===== src/sv/mts_pkg.sv =====
// ----------------------------------------------------------------------------
// mts_pkg
// Shared constants, codes and types of the minimum tracking stack.
// ----------------------------------------------------------------------------
package mts_pkg;

    localparam int STACK_DEPTH = 1024;
    localparam int ADDR_W      = (STACK_DEPTH > 1) ? $clog2(STACK_DEPTH) : 1;
    localparam int CNT_W       = $clog2(STACK_DEPTH + 1);
    localparam int DATA_W      = 32;
    localparam int ENT_W       = DATA_W + 1;

    localparam logic [1:0] OP_PUSH = 2'd0;
    localparam logic [1:0] OP_POP  = 2'd1;

    localparam logic [1:0] ST_OK        = 2'd0;
    localparam logic [1:0] ST_UNDERFLOW = 2'd1;
    localparam logic [1:0] ST_OVERFLOW  = 2'd2;

    typedef enum logic {
        S_IDLE,
        S_FILL
    } t_state;

    typedef struct packed {
        logic [DATA_W-1:0] result_value;
        logic [DATA_W-1:0] minimum;
        logic [CNT_W-1:0]  entry_count;
        logic [1:0]        status;
    } t_result;

    typedef struct packed {
        logic              wr_en;
        logic [ENT_W-1:0]  wr_entry;
        logic              rd_en;
        logic              top_load;
        logic [CNT_W-1:0]  sp;
        logic [DATA_W-1:0] min;
    } t_update;

endpackage


===== src/sv/mts_out_reg.sv =====
// ----------------------------------------------------------------------------
// mts_out_reg
// Output register that holds a result transaction until it is taken.
// ----------------------------------------------------------------------------
module mts_out_reg import mts_pkg::*; (
    input  logic    i_clk,
    input  logic    i_rst_n,
    input  logic    i_load,
    input  t_result i_result,
    input  logic    i_stall,
    output logic    o_valid,
    output logic    o_busy,
    output t_result o_result
);

    logic    r_valid;
    logic    n_valid;
    t_result r_result;

    assign n_valid = i_load || (r_valid && i_stall);

    always_ff @(posedge i_clk) begin
        if (!i_rst_n) begin
            r_valid <= 1'b0;
        end else begin
            r_valid <= n_valid;
        end
    end

    always_ff @(posedge i_clk) begin
        if (i_load) begin
            r_result <= i_result;
        end
    end

    assign o_valid  = r_valid;
    assign o_busy   = r_valid && i_stall;
    assign o_result = r_result;

endmodule


===== config.mk =====
export PLATFORM = sky130hd
export DESIGN_NAME = mts_out_reg
export DESIGN_NICKNAME = d
export VERILOG_FILES = /design/src/sv/mts_pkg.sv /design/src/sv/mts_out_reg.sv
export SDC_FILE = /design/constraint.sdc
export NUM_CORES = 1
export LEC_CHECK = 0
export BUFFER_PORTS_ARGS = -buffer_cell sky130_fd_sc_hd__buf_2
export CAP_MARGIN = 5
export CORE_UTILIZATION = 40
export DETAILED_ROUTE_END_ITERATION = 16
export PLACE_DENSITY = 0.82
export SYNTH_ARGS = -nofsm -noshare
export SYNTH_HDL_FRONTEND = slang
export SYNTH_SLANG_ARGS = --single-unit

===== constraint.sdc =====
create_clock -name i_clk -period 1.05 [get_ports i_clk]
set_clock_uncertainty 0.15 [all_clocks]
set_input_delay 0.21 -clock i_clk [delete_from_list [all_inputs] [get_ports i_clk]]
set_output_delay 0.21 -clock i_clk [all_outputs]
set_load 0.02 [all_outputs]

==> results.json <==
{
  "status": "finished with violations",
  "violations": "negative setup slack",
  "hpwl_mm": 3.65,
  "ys.warnings.count": 0,
  "worst_setup_path_end_kind": "output port",
  "fill_cells": 235,
  "avgSynthCellArea_um2": 29.4,
  "start_util_pct": 42.1,
  "grt_max_degree": 41,
  "drv_slew": 0,
  "final_antenna_net_count": 0,
  "hold_path_depth": 3,
  "final_cells": 410,
  "slew_headroom_pct": 85.2,
  "ys_seq_area_share_pct": 99.3,
  "drt-pass1-iter-count": 5,
  "final.setup.worst_slack_ns": -0.282,
  "crit_type": "reg2out",
  "fin_crit_ns": 1.33,
  "crit_path_max_incr_delay_ns": 0.46,
  "synth_seq_cells": 78,
  "clock_sinks": 78,
  "grt_pass1_wl_mm": 11.6,
  "antenna_found_initial": 3,
  "overflow": 0,
  "holdCritPathClass": "in2reg",
  "clock_latency_ns": 0.34,
  "ys_types": 4,
  "dpl.cell_count": 313,
  "syn-num-nets": 161,
  "pin_count": 160,
  "die_x_um": 78.6,
  "crit_fanout": 1,
  "cp_cell_sequence": "buf_6",
  "power_frac_seq_pct": 51.8,
  "hold_viol": 0,
  "p_per_area_nw_per_um2": 1580,
  "critPathBufInv": 1,
  "tritoncts": "yes",
  "netlist_instances": 80,
  "p_int_mw": 5.49,
  "cp.required_ns": 0.69,
  "drive_gt1_share_pct": 53.0,
  "viasPerCell": 4.88,
  "drt_wl_total_mm": 9.82,
  "max_freq_mhz": 751,
  "crit_path_top_delay_cell": "edfxtp_1",
  "worst_pin_slew_ns": 0.222,
  "cp_top_family": "flip-flops",
  "grt_pass1_vias": 2110,
  "path_depth": 1,
  "drt_iter0_drc": 139,
  "cts-root-buf": "clkbuf_8",
  "place_congestion": 0.680,
  "final_area_um2": 4680,
  "wire_per_inst_um": 24.0,
  "whs_ns": 0.134,
  "r2r_cells": 2,
  "numCtsBuffers": 9,
  "placed_area_um2": 3270,
  "htreeDepth": 3,
  "die-area_um2": 6180,
  "power.net_switching_mw": 1.92,
  "drc": 0,
  "setup_viol": 79,
  "clkPwrFrac_pct": 30.2,
  "fin_crit_sh_pct": 127,
  "pwr-share-comb_pct": 18.0,
  "syn_area_um2": 2350,
  "cap_violations": 0,
  "std_cell_rows": 27,
  "rsz0062_at_grt": "true",
  "portBuffers": 159,
  "post-route-util_pct": 84.0,
  "startpoint_type": "register",
  "final_nets": 412,
  "crit_arrival_ns": 0.97,
  "grt_usage_pct": 27.3,
  "syn_to_final_growth_pct": 99.4,
  "clockBufferDepth": 2,
  "swShare_pct": 25.9,
  "ir_worst_vdd_uv": 1510,
  "p_leak_nw": 1.98,
  "r2r_setup_slack_ns": 0.13,
  "path_clk_slew_ns": 0.09,
  "core-area_um2": 5570,
  "vias": 2002,
  "die_h_um": 78.6
}
[cells in the mapped netlist, drive strengths merged]
master | count | area [µm²]
dfxtp | 1 | 20.0
edfxtp | 77 | 2310
and2 | 1 | 8.76
o21a | 1 | 7.51
[per-layer routing]
metal  global-route usage [%]  vias to the layer above  wire length (µm)
li1                         -                      828                 -
met1                     28.8                      947              3360
met2                     47.3                      185              4910
met3                     10.9                       42              1080
met4                     12.6                        0               477
met5                        0                        -                 0
[logic make-up after synthesis]
| group | after synthesis | synth area share, % |
|---|---|---|
| flip-flops | 78 | 99.3 |
| AND/OR/NAND/NOR | 1 | 0.373 |
| AO/OA/AOI/OAI | 1 | 0.320 |
[through the flow]
step / power (mW) / setup TNS, ns / setup WS [ns]
after floorplan: 4.16 / 0 / 0.0585
after global placement: 4.57 / -0.00653 / -0.000774
after detailed placement: 4.60 / -0.654 / -0.0132
after CTS: 7.00 / -14.90 / -0.241
after global routing: 7.60 / -18.85 / -0.301
final: 7.42 / -16.62 / -0.282
[power by group through the flow]
stage / registers [mW] / clock network (mW) / logic (mW)
after global routing: 3.86 / 2.37 / 1.37
after floorplan: 4.15 / 0 / 0.00731
after global placement: 3.80 / 0 / 0.773
final: 3.84 / 2.24 / 1.33
after detailed placement: 3.81 / 0 / 0.784
after CTS: 3.76 / 2.15 / 1.09
[final timing paths]
check | from | endpoint
min reg2reg | o_valid | o_valid
max | o_result[37] | o_result[37]
max reg2reg | o_valid | o_valid
min | i_stall | o_valid
[layout make-up]
class	instances	area, µm²	area share, %
antenna	2	5.00	0.107
clock buffer	10	128	2.73
sequential	78	2330	49.8
tap	72	90.1	1.92
clock inverter	6	62.6	1.34
timing repair buffer	240	2050	43.7
multi-input combinational	2	16.3	0.347
[flip-flops by register name, summed over array words and instances, names as in the netlist]
signal	count
o_valid	1
o_result	77
[cell usage in the layout (no fill, tap or decap), drive strengths merged]
| master | count |
|---|---|
| diode | 2 |
| clkinv | 3 |
| dlygate4sd3 | 78 |
| clkinvlp | 2 |
| and2 | 1 |
| clkbuf | 10 |
| dfxtp | 1 |
| buf | 162 |
| edfxtp | 77 |
| bufinv | 1 |
| o21a | 1 |
[what timing repair did]
| item | CTS | global route |
|---|---|---|
| hold buffers | 78 | 0 |
| setup endpoints to repair | 79 | 79 |
| pin swaps | 1 | 0 |
| setup buffers | 1 | 0 |
| hold endpoints to repair | 78 | 0 |
| resized for setup | 45 | 93 |
(Power assumes the default switching activity.)
