File: src/sv/mts_ram.sv
// ----------------------------------------------------------------------------
// mts_ram
// Generic single-port-write, single-port-read memory with registered read.
// ----------------------------------------------------------------------------
module mts_ram #(
    parameter int WIDTH = 8,
    parameter int DEPTH = 16,
    parameter int AW    = (DEPTH > 1) ? $clog2(DEPTH) : 1
) (
    input  logic             i_clk,
    input  logic             i_we,
    input  logic [AW-1:0]    i_waddr,
    input  logic [WIDTH-1:0] i_wdata,
    input  logic [AW-1:0]    i_raddr,
    output logic [WIDTH-1:0] o_rdata
);

    logic [WIDTH-1:0] r_mem [DEPTH];
    logic [WIDTH-1:0] r_rdata;

    always_ff @(posedge i_clk) begin
        if (i_we) begin
            r_mem[i_waddr] <= i_wdata;
        end
        r_rdata <= r_mem[i_raddr];
    end

    assign o_rdata = r_rdata;

endmodule

File: config.mk
export PLATFORM = sky130hd
export DESIGN_NAME = mts_ram
export DESIGN_NICKNAME = d
export VERILOG_FILES = /design/src/sv/mts_ram.sv
export SDC_FILE = /design/constraint.sdc
export NUM_CORES = 1
export LEC_CHECK = 0
export ABC_AREA = 1
export BUFFER_PORTS_ARGS = -buffer_cell sky130_fd_sc_hd__buf_2
export CELL_PAD_IN_SITES_DETAIL_PLACEMENT = 1
export CELL_PAD_IN_SITES_GLOBAL_PLACEMENT = 2
export CORE_ASPECT_RATIO = 1.5
export CORE_MARGIN = 2
export CORE_UTILIZATION = 36
export DETAILED_ROUTE_END_ITERATION = 6
export GPL_TIMING_DRIVEN = 0
export MAX_ROUTING_LAYER = met4
export PLACE_DENSITY = 0.7
export SLEW_MARGIN = 10
export SYNTH_ARGS = -nofsm -noshare
export SYNTH_HDL_FRONTEND = slang
export SYNTH_SLANG_ARGS = --single-unit
export TNS_END_PERCENT = 5
File: constraint.sdc
create_clock -name i_clk -period 1.2 [get_ports i_clk]
set_clock_uncertainty 0.05 [all_clocks]
set_input_delay 0.12 -clock i_clk [delete_from_list [all_inputs] [get_ports i_clk]]
set_output_delay 0.12 -clock i_clk [all_outputs]
set_load 0.005 [all_outputs]
==> metrics.txt, run 1 <==
f_max=0.800 GHz; P_leak=2.85 nW; design area=6690 sq um; starting density of the core=36.7%; leading area contributor after synthesis=edfxtp_1; DRC Markers=0; I/O pin cnt=26; Tot Pwr=10.7 mW; arrival time worst endpoint=1230 ps; worst-margin pin slew=829 ps; period utilization=104%; Die Height=159 microns; Worst Setup Start Kind=primary input; Longest Clk Path Bufs=2; PwrDens=1600 nW/um^2; DP Cell Count=776; final worst setup slack=-49.9 ps; DRT iter0 DRCs=192; Finish-stage setup viols=24; final antenna-violating net count=0; Syn Inst Count=551; dpl hpwl=11.2 mm; cell row count=56; yosys warns=0; final net count=610; CTS clk-pin slew, worst paths=60 ps; CTS tree=done; Yosys top cell area share=66.7%; mean post-synth cell area=10.5 sq um; Area contributors post-synth=edfxtp_1 (67%), nand2_1 (11%), nand3_1 (8.4%); Max-slew headroom=44.5%; gr usage total=20.6%; Cell Area, Synth=5770 sq um; RSZ-0062 raised after global routing=yes; layout cells sized above 1=14.7%; count of state elements after synthesis=136; initial antenna violation count=0; syn nets=569; port buffer count=22; wirelength, routed=16.2 mm; Vias=3854; DIE WIDTH=107 microns; worst-skew pair later-pin latency=410 ps; Critical Path RT=1180 ps; post-synthesis sequential area ratio=69.4%; hold buffer count at cts=0; Detailed Routing Iterations Pass 1=4; Vias per Instance=4.77; die area=17100 sq um; min-delay worst type=primary input to flip-flop; Util after Layout=42.6%; Ant. Diodes=0; postcts setup bufs=0; CTS H-Tree Depth=4; Critical Path Fanout Max=8; synth unique cells=12; Crit. End Element=flip-flop; max-cap violation count=0; Post-DP Area=6130 sq um; CORE AREA=15700 sq um; vias in the first global route=3994; status=finished, violations left; first-pass GRT wire length=24.1 mm; Slew Limit Fails=0; largest net degree at the start of global routing=17; CTS buffer count=17; Final Hold Violating Endpoints=0; Final min period=1250 ps; flop-to-flop setup slack=50 ps; violated checks=setup timing; final instance count without filler cells=808; P&R area growth vs syn=16.1%; GP Congestion=0.835; WL/cell=20.1 microns; clk root buf=clkbuf_16; TritonCTS Sinks=136; peak supply drop=0.925 mV; grt total ovfl=0; critical path class=primary input to flip-flop
[layout make-up]
cell class / instances / area (sq um)
clock buffers: 18 / 429
multi-input cells: 289 / 1240
fillers: 1803 / 9000
flip-flops and latches: 136 / 4000
well taps: 203 / 254
inverters: 102 / 383
clock inverters: 14 / 103
plain buffers: 24 / 166
repair buffers: 22 / 110
[through the flow]
stage	hold WS (ps)	setup WS (ps)	setup TNS, ps
global placement	446	-468	-46240
detailed placement	451	-482	-53190
floorplan	169	79.2	0
finish	85.4	-49.9	-552
global route	80.4	-109	-1890
CTS	82.4	-48.2	-805
[layout by cell type, fill, tap and decap left out, types with 3 or more instances in the layout]
| cell type | count |
|---|---|
| dfxtp_1 | 8 |
| clkbuf_16 | 17 |
| nand2_1 | 173 |
| nor2_1 | 7 |
| edfxtp_1 | 128 |
| nand3_1 | 96 |
| buf_2 | 35 |
| clkinv_2 | 3 |
| clkinvlp_4 | 7 |
| inv_1 | 100 |
| buf_4 | 4 |
| nor2_2 | 10 |
| buf_6 | 6 |
[worst paths after layout]
| kind | depth (start not counted) | end | start |
|---|---|---|---|
| max | 3 | r_mem[9][4]$_DFFE_PP_ | i_waddr[2] |
| min | 1 | r_mem[1][4]$_DFFE_PP_ | i_wdata[4] |
| max reg2reg | 6 | o_rdata[3]$_DFF_P_ | r_mem[14][3]$_DFFE_PP_ |
| min reg2reg | 6 | o_rdata[1]$_DFF_P_ | r_mem[12][1]$_DFFE_PP_ |
[sequential cells by signal (all words and copies together), names as in the netlist]
signal and flops:
r_mem 128, o_rdata 8
[cell families after synthesis]
logic type,Yosys count,synth area share [%]
DFF,136,69.4
and+or+nand+nor,289,21.0
buffers and inverters,126,9.52
[cells in the mapped netlist]
| cell type | n |
|---|---|
| nor2_1 | 17 |
| inv_2 | 2 |
| buf_2 | 13 |
| buf_1 | 1 |
| nand2_1 | 173 |
| nand3_1 | 97 |
| dfxtp_1 | 8 |
| inv_1 | 100 |
| nand3b_1 | 2 |
| edfxtp_1 | 128 |
| buf_6 | 6 |
| buf_4 | 4 |
[layer usage]
layer / vias to the layer above / GRT usage, % / wire length (microns)
li1: 1858 / - / -
met1: 1919 / 23.3 / 6280
met2: 69 / 36.3 / 9160
met3: 8 / 3.44 / 553
met4: 0 / 7.52 / 242
met5: - / - / 0
[timing repair]
action | 4_1_cts | 5_1_grt
gates resized for setup | 1 | 10
endpoints found under the setup margin | 42 | 92
gates cloned | 0 | 0
[worst max-delay path, stage by stage]
cell	delay, ps
buf_2	120
nand3b_1	290
nor2_1	700
[power by group]
part / switching, mW / internal (mW)
combinational: 0.523 / 0.205
sequential: 0.0271 / 5.31
clock: 2.02 / 2.64
No activity file was read; power rests on OpenSTA's default activity.
==> run 2: changes to the inputs <==
--- a/config.mk
+++ b/config.mk
@@ -9,7 +9,7 @@
 export BUFFER_PORTS_ARGS = -buffer_cell sky130_fd_sc_hd__buf_2
 export CELL_PAD_IN_SITES_DETAIL_PLACEMENT = 1
 export CELL_PAD_IN_SITES_GLOBAL_PLACEMENT = 2
-export CORE_ASPECT_RATIO = 1.5
+export CORE_ASPECT_RATIO = 1.1
 export CORE_MARGIN = 2
 export CORE_UTILIZATION = 36
 export DETAILED_ROUTE_END_ITERATION = 6
==> run 2 against run 1 <==
Via count decreased by 0.88%. Die area decreased by 0.11%. Core utilization increased by 0.73 points. Sequential cell count unchanged. Register-to-register slack about the same. Non-clock buffer count unchanged. Sequential power about the same. Clock power increased by 24%. Fmax decreased by 8.9%. The flow still finishes with violations (setup timing).
==> metrics.txt, run 2 (synthesis gave the netlist of run 1 again) <==
final worst setup slack=-172 ps (was -49.9 ps); DRC Markers=0 (unchanged); Worst Setup Start Kind=primary input (unchanged); cell row count=48 (was 56); CTS clk-pin slew, worst paths=60 ps (about the same); clk root buf=clkbuf_16 (unchanged); pre-CTS WS=-579 ps (was -482 ps); vias in the first global route=4096 (was 3994); Layout fillers=1736 (was 1803); commonest non-fill, non-tap cell in the layout=nand2_1 (unchanged); port buffer count=22 (unchanged); GP Congestion=0.796 (was 0.835); violated checks=setup timing (unchanged); Crit. End Element=flip-flop (unchanged); PwrDens=1750 nW/um^2 (was 1600 nW/um^2); critical path class=primary input to flip-flop (unchanged); first-pass GRT wire length=24.9 mm (was 24.1 mm); CORE AREA=15700 sq um (about the same); DR top layer=met4 (unchanged); die area=17000 sq um (was 17100 sq um); CTS H-Tree Depth=4 (unchanged); P_leak=2.93 nW (was 2.85 nW); f_max=0.729 GHz (was 0.800 GHz); Hold Slack=71.0 ps (was 85.4 ps); CTS buffer count=17 (unchanged); Die Height=137 microns (was 159 microns); Setup crit start=i_waddr[3] (was i_waddr[2]); worst-margin pin slew=1140 ps (was 829 ps); final net count=610 (unchanged); min-delay worst type=primary input to flip-flop (unchanged); Max-slew headroom=23.9% (was 44.5%); Longest Clk Path Bufs=2 (unchanged); DRT iter0 DRCs=269 (was 192); Final Hold Violating Endpoints=0 (unchanged); peak supply drop=0.852 mV (was 0.925 mV); commonest non-fill, non-tap cells in the layout=nand2_1 (173), edfxtp_1 (128), inv_1 (100) (unchanged); worst r2r src=r_mem[10][4]$_DFFE_PP_ (was r_mem[14][3]$_DFFE_PP_); RSZ-0062 raised after global routing=yes (unchanged); status=finished, violations left (unchanged); gr usage total=21.1% (was 20.6%); Util after Layout=43.4% (was 42.6%); crit path cell chain=buf_2, nand3b_1, nor2_1 (unchanged); Vias=3820 (was 3854); flip-flop and latch area=4000 sq um (unchanged); Critical Path RT=1190 ps (was 1180 ps); met2 wire length=7.91 mm (was 9.16 mm); dpl hpwl=10.9 mm (was 11.2 mm); postcts setup bufs=0 (unchanged); Top reg by flops=r_mem (unchanged); TritonCTS Sinks=136 (unchanged); layout cells sized above 1=13.4% (was 14.7%); I/O pin cnt=26 (unchanged); CP max stage delay=890 ps (was 700 ps); setup_tns=-3510 ps (was -552 ps); period utilization=114% (was 104%); P&R area growth vs syn=17.9% (was 16.1%); starting density of the core=36.8% (was 36.7%); grt total ovfl=0 (unchanged); wirelength, routed=16.5 mm (was 16.2 mm); Detailed Routing Iterations Pass 1=4 (unchanged); area of the multi-input gates=1230 sq um (was 1240 sq um); DIE WIDTH=125 microns (was 107 microns); hold_sp=i_wdata[2] (was i_wdata[4]); largest net degree at the start of global routing=17 (unchanged); CP max-delay cell=nor2_1 (unchanged); initial antenna violation count=0 (unchanged); final antenna-violating net count=0 (unchanged); DRT met1 WL=7.38 mm (was 6.28 mm); WP buf/inv=1 (unchanged); WL/cell=20.5 microns (was 20.1 microns); Slew Limit Fails=0 (unchanged); arrival time worst endpoint=1360 ps (was 1230 ps); worst-skew pair later-pin latency=420 ps (was 410 ps); CTS tree=done (unchanged); max-cap violation count=0 (unchanged); Ant. Diodes=0 (unchanged); met3 wire length=965 microns (was 553 microns); Finish-stage setup viols=32 (was 24); delay-heaviest family, CP=simple AND/OR/NAND/NOR gates (unchanged); Final min period=1370 ps (was 1250 ps); max FFs per register=128 (unchanged); Vias per Instance=4.75 (was 4.77); Critical Path Fanout Max=8 (unchanged)
-- run 2: changes by cell type in the layout (fill, tap and decap cells not counted) --
cell,previous run,this run
clkinv_2,3,2
nor2_2,10,6
nand3_1,96,97
nand3_2,1,0
clkinv_1,0,3
inv_6,2,1
clkinvlp_4,7,0
nor2_1,7,11
bufinv_16,0,6
-- run 2: cell type report --
class                           instances  area share [%]
Clock inverter                         14            3.35
Clock buffer                           18            6.31
Buffer                                 24            2.45
Tap cell                              200            3.68
Inverter                              102            5.63
Multi-Input combinational cell        289            18.1
Sequential cell                       136            58.9
Timing Repair Buffer                   22            1.62
-- run 2: what timing repair did --
item	CTS	global route
pin swaps	0	0
gates resized for setup	3	3
hold buffers	0	0
setup endpoints to repair	64	56
-- run 2: per-layer routing --
metal | vias up | track usage (%)
li1 | 1856 | -
met1 | 1870 | 26.6
met2 | 84 | 34.1
met3 | 10 | 3.67
met4 | 0 | 8.93
met5 | - | -
-- run 2: path summary, 6_finish.rpt --
kind	endpoint	depth (start not counted)	slack, ps
setup / recovery	r_mem[7][0]$_DFFE_PP_	3	-170
hold / removal	r_mem[0][2]$_DFFE_PP_	1	70
setup reg to reg	o_rdata[4]$_DFF_P_	6	40
hold reg to reg	o_rdata[7]$_DFF_P_	6	640
-- run 2: per-stage QoR --
step / cells / area, sq um / total power [mW]
after floorplan: 551 / 5770 / 5.81
after global placement: 773 / 6130 / 6.14
after detailed placement: 773 / 6130 / 6.17
after CTS: 805 / 6790 / 12.0
after global routing: 805 / 6800 / 12.2
final: 805 / 6800 / 11.9
-- run 2: where the power goes --
group	switching (mW)	total, mW	internal, mW
clock	1.93	5.81	3.88
combinational	0.518	0.722	0.204
sequential	0.0263	5.34	5.31
total	2.48	11.9	9.39
-- run 2: worst register-to-register path: cells and delay by family, from the launching register on --
family / cells / cell delay (ps)
buffers and inverters: 1 / 70
AND/OR/NAND/NOR: 5 / 520
flip-flops: 1 / 380
==> run 3: changes to the inputs <==
--- a/config.mk
+++ b/config.mk
@@ -7,15 +7,13 @@
 export LEC_CHECK = 0
 export ABC_AREA = 1
 export BUFFER_PORTS_ARGS = -buffer_cell sky130_fd_sc_hd__buf_2
-export CELL_PAD_IN_SITES_DETAIL_PLACEMENT = 1
-export CELL_PAD_IN_SITES_GLOBAL_PLACEMENT = 2
 export CORE_ASPECT_RATIO = 1.1
 export CORE_MARGIN = 2
-export CORE_UTILIZATION = 36
+export CORE_UTILIZATION = 45
 export DETAILED_ROUTE_END_ITERATION = 6
 export GPL_TIMING_DRIVEN = 0
 export MAX_ROUTING_LAYER = met4
-export PLACE_DENSITY = 0.7
+export PLACE_DENSITY = 0.6
 export SLEW_MARGIN = 10
 export SYNTH_ARGS = -nofsm -noshare
 export SYNTH_HDL_FRONTEND = slang
==> constraint.sdc (replaced) <==
create_clock -name i_clk -period 1.2 [get_ports i_clk]
set_clock_uncertainty 0.05 [all_clocks]
set_input_delay 0.06 -clock i_clk [delete_from_list [all_inputs] [get_ports i_clk]]
set_output_delay 0.06 -clock i_clk [all_outputs]
set_load 0.005 [all_outputs]
==> run 3 against run 2 <==
The run now ends clean. Power fell by 6.5%. Routed wire length is 15% lower. Final cell count down 5.5%. Sequential cell count is the same. Sequential power barely moved. Register-to-register slack improved by 60 ps.
==> metrics.txt, run 3 (synthesis gave the netlist of run 1 again) <==
area of the multi-input gates=1210 sq um (was 1230 sq um); clk root buf=clkbuf_16 (unchanged); critical path class=primary input to flip-flop (unchanged); cell count of the worst reg-to-reg path=6 (unchanged); DRT iter0 DRCs=275 (was 269); Ant. Diodes=0 (unchanged); CTS clk-pin slew, worst paths=60 ps (about the same); arrival time worst endpoint=1140 ps (was 1360 ps); first-pass GRT wire length=21.3 mm (was 24.9 mm); DRC Markers=0 (unchanged); met3 usage=4.74% (was 3.67%); Top reg by flops=r_mem (unchanged); pre-CTS WS=-416 ps (was -579 ps); Die Height=123 microns (was 137 microns); flip-flop and latch area=4000 sq um (unchanged); P&R area growth vs syn=15.2% (was 17.9%); internal power=8.76 mW (was 9.39 mW); Longest Clk Path Bufs=2 (unchanged); final antenna-violating net count=0 (unchanged); met1 usage=29.9% (was 26.6%); worst-skew pair later-pin latency=420 ps (about the same); max-cap violation count=0 (unchanged); Vias=3769 (was 3820); GP Congestion=0.986 (was 0.796); final worst setup slack=49.5 ps (was -172 ps); crit path cell chain=buf_2, nand3b_1, nor2_1 (unchanged); I/O pin cnt=26 (unchanged); final net count=610 (unchanged); PwrDens=1670 nW/um^2 (was 1750 nW/um^2); Post-DP Area=6070 sq um (was 6130 sq um); CTS tree=done (unchanged); Crit. End Element=flip-flop (unchanged); vias in the first global route=3603 (was 4096); Hold Slack=12.0 ps (was 71.0 ps); Flop pwr share=48.1% (was 45.0%); commonest non-fill, non-tap cell in the layout=nand2_1 (unchanged); layout cells sized above 1=11.9% (was 13.4%); clock share of power=45.7% (was 48.9%); CP max-delay cell=nor2_1 (unchanged); port buffer count=22 (unchanged); status=complete, no violations (was finished, violations left); Critical Path Fanout Max=8 (unchanged); wirelength, routed=14.0 mm (was 16.5 mm); peak supply drop=1.16 mV (was 0.852 mV); starting density of the core=46.0% (was 36.8%); Layout fillers=1084 (was 1736); CTS H-Tree Depth=4 (unchanged); postcts setup bufs=0 (unchanged); min-delay worst type=primary input to flip-flop (unchanged); Tot Pwr=11.1 mW (was 11.9 mW); layer with the highest usage=met2 (unchanged); Post-CTS Resized=0 (was 3); Psw=2.34 mW (was 2.48 mW); Critical Path RT=1190 ps (about the same); Finish-stage setup viols=0 (was 32); switching portion of total power=21.1% (was 20.9%); max FFs per register=128 (unchanged); f_max=0.869 GHz (was 0.729 GHz); Detailed Routing Iterations Pass 1=5 (was 4); cell row count=43 (was 48); RSZ-0062 raised after global routing=no (was yes); Final min period=1150 ps (was 1370 ps); gr usage total=22.4% (was 21.1%); hold path cells=4 (was 1); WL/cell=18.4 microns (was 20.5 microns); combinational group share of total power=6.2% (was 6.1%); Final Hold Violating Endpoints=0 (unchanged); CP max stage delay=700 ps (was 890 ps); CTS buffer count=17 (unchanged); commonest non-fill, non-tap cells in the layout=nand2_1 (173), edfxtp_1 (128), inv_1 (100) (unchanged); Vias per Instance=4.95 (was 4.75); Slew Limit Fails=0 (unchanged); GRT met2 Usage=34.2% (was 34.1%); TritonCTS Sinks=136 (unchanged); design area=6640 sq um (was 6800 sq um); P_leak=2.89 nW (was 2.93 nW); largest net degree at the start of global routing=17 (unchanged); worst-margin pin slew=918 ps (was 1140 ps); grt total ovfl=0 (unchanged); CORE AREA=12500 sq um (was 15700 sq um); hold buffer count at cts=0 (unchanged); period utilization=95.9% (was 114%); dpl hpwl=9.22 mm (was 10.9 mm); die area=13700 sq um (was 17000 sq um); Worst Setup Start Kind=primary input (unchanged); DIE WIDTH=112 microns (was 125 microns); Max-slew headroom=38.6% (was 23.9%); initial antenna violation count=0 (unchanged)
run 3: area by class of cell:
cell class,instances,share of cell area [%]
plain buffers,24,2.50
well taps,157,2.96
clock inverters,9,1.90
multi-input cells,289,18.3
repair buffers,22,1.66
flip-flops and latches,136,60.3
inverters,102,5.76
clock buffers,22,6.69
run 3: worst max-delay path, delay by kind of cell:
kind	cells	cell delay (ps)
and+or+nand+nor	2	960
buffers and inverters	1	120
run 3: power by group through the flow:
stage               Sequential (mW)  Clock (mW)  Combinational, mW
floorplan                      5.44           0              0.375
global placement               5.43           0              0.676
detailed placement             5.44           0              0.685
CTS                            5.34        5.10              0.689
global route                   5.35        5.31              0.763
finish                         5.34        5.07              0.688
run 3: metrics by stage:
stage / instances / TNS [ps] / util (%)
after global routing: 761 / 0 / 53.0
after floorplan: 551 / 0 / -
final: 761 / 0 / 53.0
after CTS: 761 / 0 / 53.0
after global placement: 730 / -37800 / 48.4
after detailed placement: 730 / -39220 / 48.4
run 3: per-layer routing:
layer  vias up  wire, microns
met5         -              0
met4         0            257
met3        15           1130
met2       164           6450
met1      1733           6140
li1       1857              -
run 3: worst paths after layout:
kind                           from               endpoint  slack (ps)
max                      i_waddr[3]  r_mem[5][7]$_DFFE_PP_          50
min                      i_raddr[2]     o_rdata[0]$_DFF_P_          10
max reg2reg   r_mem[8][1]$_DFFE_PP_     o_rdata[1]$_DFF_P_         100
min reg2reg  r_mem[14][4]$_DFFE_PP_     o_rdata[4]$_DFF_P_         650
